===== config.mk =====
export PLATFORM = sky130hd
export DESIGN_NAME = cai_cell
export DESIGN_NICKNAME = d
export VERILOG_FILES = /design/src/rtl/core/cai_pkg.sv /design/src/rtl/core/cai_cell.sv
export SDC_FILE = /design/constraint.sdc
export NUM_CORES = 1
export LEC_CHECK = 0
export ABC_CLOCK_PERIOD_IN_PS = 4500
export BUFFER_PORTS_ARGS = -buffer_cell sky130_fd_sc_hd__buf_2
export CELL_PAD_IN_SITES_DETAIL_PLACEMENT = 2
export CELL_PAD_IN_SITES_GLOBAL_PLACEMENT = 2
export CORE_AREA = 2 2 308 310
export DETAILED_ROUTE_END_ITERATION = 16
export DIE_AREA = 0 0 310 312
export PLACE_DENSITY_LB_ADDON = 0.12
export RECOVER_POWER = 100
export REMOVE_ABC_BUFFERS = 1
export SYNTH_ARGS = -nofsm -noshare
export SYNTH_HDL_FRONTEND = slang
export SYNTH_SLANG_ARGS = --single-unit

===== constraint.sdc =====
create_clock -name i_clk -period 4.5 [get_ports i_clk]
set_clock_uncertainty 0.1 [all_clocks]
set_input_delay 0.9 -clock i_clk [delete_from_list [all_inputs] [get_ports i_clk]]
set_output_delay 0.9 -clock i_clk [all_outputs]
set_load 0.005 [all_outputs]

===== src/rtl/core/cai_pkg.sv =====
// Shared types, widths and helpers of the complex arithmetic unit.
// No dependencies; every other file of the unit imports this package.
`default_nettype none

package cai_pkg;

    localparam int DATA_WIDTH = 32;
    localparam int FRAC_BITS  = 16;
    localparam int PROD_W     = 2 * DATA_WIDTH;       // exact product
    localparam int SUM_W      = PROD_W + 2;           // sum of two products, signed
    localparam int REM_W      = PROD_W + 1;           // divider partial remainder
    localparam int XW         = PROD_W + FRAC_BITS;   // scaled dividend

    typedef enum logic [1:0] {
        K_ADD = 2'd0,
        K_SUB = 2'd1,
        K_MUL = 2'd2,
        K_DIV = 2'd3
    } t_kind;

    // one finished result part
    typedef struct packed {
        logic [DATA_WIDTH-1:0] val;
        logic                  ovf;
    } t_part;

    // one divider lane
    typedef struct packed {
        logic                  neg;
        logic                  big;   // quotient does not fit in DATA_WIDTH bits
        logic [REM_W-1:0]      rem;
        logic [DATA_WIDTH-1:0] lo;    // dividend bits still to shift in
        logic [DATA_WIDTH-1:0] q;
    } t_lane;

    // what travels from cell to cell
    typedef struct packed {
        logic              valid;
        logic              is_div;
        logic              dz;
        logic [PROD_W-1:0] den;
        t_lane             re;
        t_lane             im;
        t_part             pre;   // finished result for items that skip division
        t_part             pim;
    } t_cell;

    // clamp a sign/magnitude value to DATA_WIDTH bits two's complement
    function automatic t_part sat_part(input logic neg, input logic [SUM_W-1:0] mag);
        logic [SUM_W-1:0] lim;
        logic [SUM_W-1:0] m;
        logic [SUM_W-1:0] tc;
        t_part            p;
        lim   = neg ? (SUM_W'(1) << (DATA_WIDTH - 1))
                    : ((SUM_W'(1) << (DATA_WIDTH - 1)) - SUM_W'(1));
        p.ovf = (mag > lim);
        m     = p.ovf ? lim : mag;
        tc    = neg ? (~m + SUM_W'(1)) : m;
        p.val = tc[DATA_WIDTH-1:0];
        return p;
    endfunction

endpackage

`default_nettype wire


===== src/rtl/core/cai_cell.sv =====
// One restoring-division cell: one quotient bit for both result parts.
// Depends on cai_pkg.
`default_nettype none

module cai_cell (
    input  wire logic          i_clk,
    input  wire logic          i_rst_n,
    input  wire logic          i_en,
    input  cai_pkg::t_cell     i_cell,
    output cai_pkg::t_cell     o_cell
);
    import cai_pkg::*;

    t_cell n_cell;
    t_cell r_cell;

    function automatic t_lane lane_step(input t_lane l, input logic [PROD_W-1:0] den);
        logic [REM_W-1:0] sh;
        logic             ge;
        t_lane            n;
        sh    = {l.rem[REM_W-2:0], l.lo[DATA_WIDTH-1]};
        ge    = (sh >= REM_W'(den));
        n     = l;
        n.rem = ge ? (sh - REM_W'(den)) : sh;
        n.lo  = {l.lo[DATA_WIDTH-2:0], 1'b0};
        n.q   = {l.q[DATA_WIDTH-2:0], ge};
        return n;
    endfunction

    always_comb begin
        n_cell    = i_cell;
        n_cell.re = lane_step(i_cell.re, i_cell.den);
        n_cell.im = lane_step(i_cell.im, i_cell.den);
    end

    always_ff @(posedge i_clk) begin
        if (!i_rst_n) begin
            r_cell.valid <= 1'b0;
        end else if (i_en) begin
            r_cell.valid <= n_cell.valid;
        end
        if (i_en) begin
            r_cell.is_div <= n_cell.is_div;
            r_cell.dz     <= n_cell.dz;
            r_cell.den    <= n_cell.den;
            r_cell.re     <= n_cell.re;
            r_cell.im     <= n_cell.im;
            r_cell.pre    <= n_cell.pre;
            r_cell.pim    <= n_cell.pim;
        end
    end

    assign o_cell = r_cell;

endmodule

`default_nettype wire


Yosys cells after proc, flatten, opt, wreduce, memory -nomap -nowiden
Index checks and enable logic that the tools add are counted.
Word-level totals
  bits in registers: 393
  input port bits: 398
  word-level logic and storage cells: 24
Operators by class
  add/sub/neg operators: 2
  order comparisons: 2
  muxes and demuxes: 2
Operators by type and width (number)
  >= comparator 65 x 64 -> 1 bit: 2
  two-way mux 65 bit: 2
  subtractor 65 x 64 -> 65 bit: 2

Longest topological paths before layout
  depth in word-level cells: 2
  gate-level depth with buffers: 17

Worst setup path after synthesis
No wires, ideal clock.
  kind: input port to flip-flop
  start: in i_cell[336] (netlist bit)
  end: reg r_cell (netlist bit o_cell[313]), data pin
  arrival: 3.543 ns
  setup slack: 0.597 ns
  cell stages on the path: 16
  path buffers: 3
  path through: inv_1 -> ha_1 -> and3_4 -> and3_1 -> nand3_2 -> o211ai_2 -> a31oi_1 -> o221a_4 -> o21ai_4 -> a21oi_4 -> o21a_1 -> buf_6 -> inv_6 -> buf_12 -> buf_12 -> mux2_4
RTL lines
  start: declaration: line cai_cell.sv:9  | input cai_pkg::t_cell i_cell,
  end: declaration: line cai_cell.sv:15  | t_cell r_cell;

==> flow_summary.yaml <==
clocking:
  cts_tree: "yes"
  clockBufferDepth: 3
  cts_setup_buffers: 0
  cts-hold-fix-buffers: 0
  clock_sinks: 393
  clk_latency_ns: 0.60
  cts.clk_slew.worst_paths_ns: 0.06
  root_buffer: "clkbuf_16"
  cts_made_buffers: 49
  htree_num_levels: 2
  cts.repair.resized: 0
grt:
  antenna_found_initial: 40
  grt_usage: 0.214
  grt_pass1_wl_um: 152000
  grt_overflow: 0
  grt_pass1_vias: 21000
  grt_max_degree: 81
power:
  power_mw: 11.5
  leakage_nw: 12.1
  p_sw_frac: 0.300
  switchingPower_mw: 3.44
  internal_power_mw: 8.03
  ir_worst_vdd_v: 0.000196
  comb_power_share: 0.241
  seq_power_share: 0.406
  power_frac_clock: 0.353
  powerDensity_nw_per_um2: 389
setup_path:
  critical_path_class: "in -> reg"
  crit_arrival_ns: 4.58
  required_ns: 4.75
  ff2ff_setup_slack_ns: 3.78
  end_kind: "register"
  crit_fanout: 3
  start_kind: "input pin"
final_layout:
  largest_reg_flops: 393
  drive_above_1_share: 0.274
  syn2layout_area_growth_pct: 37.8
  fin_nets: 3394
detailed_routing:
  vias: 19200
  first_iter_violations: 918
  dr.pass1.iters: 7
  via_per_inst: 4.60
  ant_nets: 0
  wirelength_um: 107000
  wl_per_cell_um: 25.7
  post-route-drc-count: 0
yosys:
  ys_warn_count: 0
  synth-main-ff-cell: "edfxtp_1"
  syn_area_per_cell_um2: 11.6
  syn-instance-count: 1852
  synth_edf_count: 392
  syn-cell-area_um2: 21400
  synth_cell_types: 84
  yosys_register_bits: 393
  seq_area_frac_synth: 0.551
  async_flop_share: 0
timing:
  tightest_slew_ns: 2.59
  finalSetupViolations: 0
  maxSlewHeadroom: -0.728
  tns_ns: 0
  fmax_mhz: 231
  fin_crit_sh: 0.962
  slew_viol_final: 81
  hold_viol_final: 0
  min_period_ns: 4.33
floorplanning:
  die_area_um2: 96700
  rows: 112
  ios: 793
  coreArea_um2: 93000
  start_util: 0.230
  fp.dieW_um: 310
  die_y_um: 312
outcome:
  status: "finished, violations left"
  violations: "max-capacitance violations, max-slew violations"
job:
  maxCapViolCount: 1
place:
  portBuffers: 786
  dpl.hpwl_um: 90400
  gp_congestion: 0.883
hold_path:
  hold_path.class: "in -> reg"
## logic make-up (layout without fill, tap and decap cells)
| kind of cell | Yosys count | in the layout | synth area share |
|---|---|---|---|
| flops | 393 | 393 | 0.551 |
| fa+ha+maj | 130 | 130 | 0.0767 |
| xor+xnor | 111 | 111 | 0.0454 |
| compound gates | 536 | 536 | 0.158 |
| mux | 64 | 64 | 0.0349 |
| simple gates | 456 | 456 | 0.101 |
| buf+inv | 161 | 1210 | 0.0326 |
| other cells | 1 | 14 | 0.000175 |
## Yosys cell counts, types with 16 or more instances
cell      count  area, µm²
edfxtp_1    392      11800
nand2_1     184        691
a21oi_1     153        766
o21ai_0     141        706
ha_1        128       1600
inv_1        95        357
nor2_1       88        330
a21o_1       67        503
xnor2_1      63        552
mux2_2       53        597
xor2_1       48        420
clkbuf_1     42        158
nand4_1      39        244
nor3_1       27        135
o21a_1       26        195
nand3_1      25        125
o21bai_1     23        173
o31ai_1      20        150
nand2b_1     17        106
nor2b_1      16        100
## layout by cell type (no fill, tap or decap), drive strengths merged, types with 13 or more instances in the layout
master	count
nand4	39
inv	98
o211ai	14
a21oi	155
nand2	184
o21ai	149
a211oi	13
nor3	27
mux2	61
xor2	48
o31ai	20
clkinv	20
nand2b	17
nor2b	16
a21o	67
buf	643
nor2	88
ha	128
and3	14
nand3	26
o21bai	23
xnor2	63
o21a	26
edfxtp	392
clkbuf	441
## power by group through the flow
stage,combinational (mW),clock (mW),sequential [mW]
final,2.76,4.05,4.66
after global routing,3.04,4.32,4.70
after CTS,2.94,4.19,4.65
after detailed placement,2.92,0,4.72
after global placement,2.87,0,4.71
after floorplan,1.21,0,4.75
## final cells by class
| type | instances | area [µm²] |
|---|---|---|
| diodes | 12 | 30.0 |
| clock buffers | 58 | 1280 |
| clock inverters | 29 | 324 |
| fillers | 10600 | 63500 |
| inverters | 97 | 369 |
| multi-input cells | 1299 | 8880 |
| flip-flops and latches | 393 | 11800 |
| well taps | 1254 | 1570 |
| repair buffers | 1026 | 5270 |
## metrics by stage
stage,area (µm²),setup slack [ns],hold WS (ns),utilization,instances
floorplan,21100,-0.885,0.407,-,1789
global placement,28500,-0.319,0.392,0.307,4069
detailed placement,28500,-0.459,0.446,0.307,4069
CTS,30100,0.194,0.309,0.324,4156
global route,29500,-0.00922,0.324,0.317,4163
finish,29500,0.170,0.362,0.317,4168
## per-layer routing
metal	up-vias	global-route usage	share of wire
met5	-	0	0.0021
met4	32	0.0491	0.027
met3	153	0.0459	0.055
met2	506	0.387	0.50
met1	9496	0.258	0.41
li1	8994	-	-
## worst max-delay path, cell delays in order
cell and delay, ns:
clkbuf_1 0.16, ha_1 0.25, fa_1 0.39, nand2b_1 0.18
a21oi_1 0.21, o21ai_1 0.23, o2111ai_1 0.26, buf_4 0.16
nand4_1 0.22, a21oi_1 0.27, buf_4 0.15, o21ai_0 0.19
o31ai_1 0.44, buf_4 0.18, xor2_1 0.06, mux2_1 0.30
## worst paths after layout
kind / startpoint / end / depth (start not counted)
max: i_cell[328] / o_cell[319] / 16
min: i_cell[61] / o_cell[61] / 1
max reg2reg: o_cell[394] / o_cell[394] / 2
min reg2reg: o_cell[394] / o_cell[394] / 2
No activity file was read; power rests on OpenSTA's default activity.
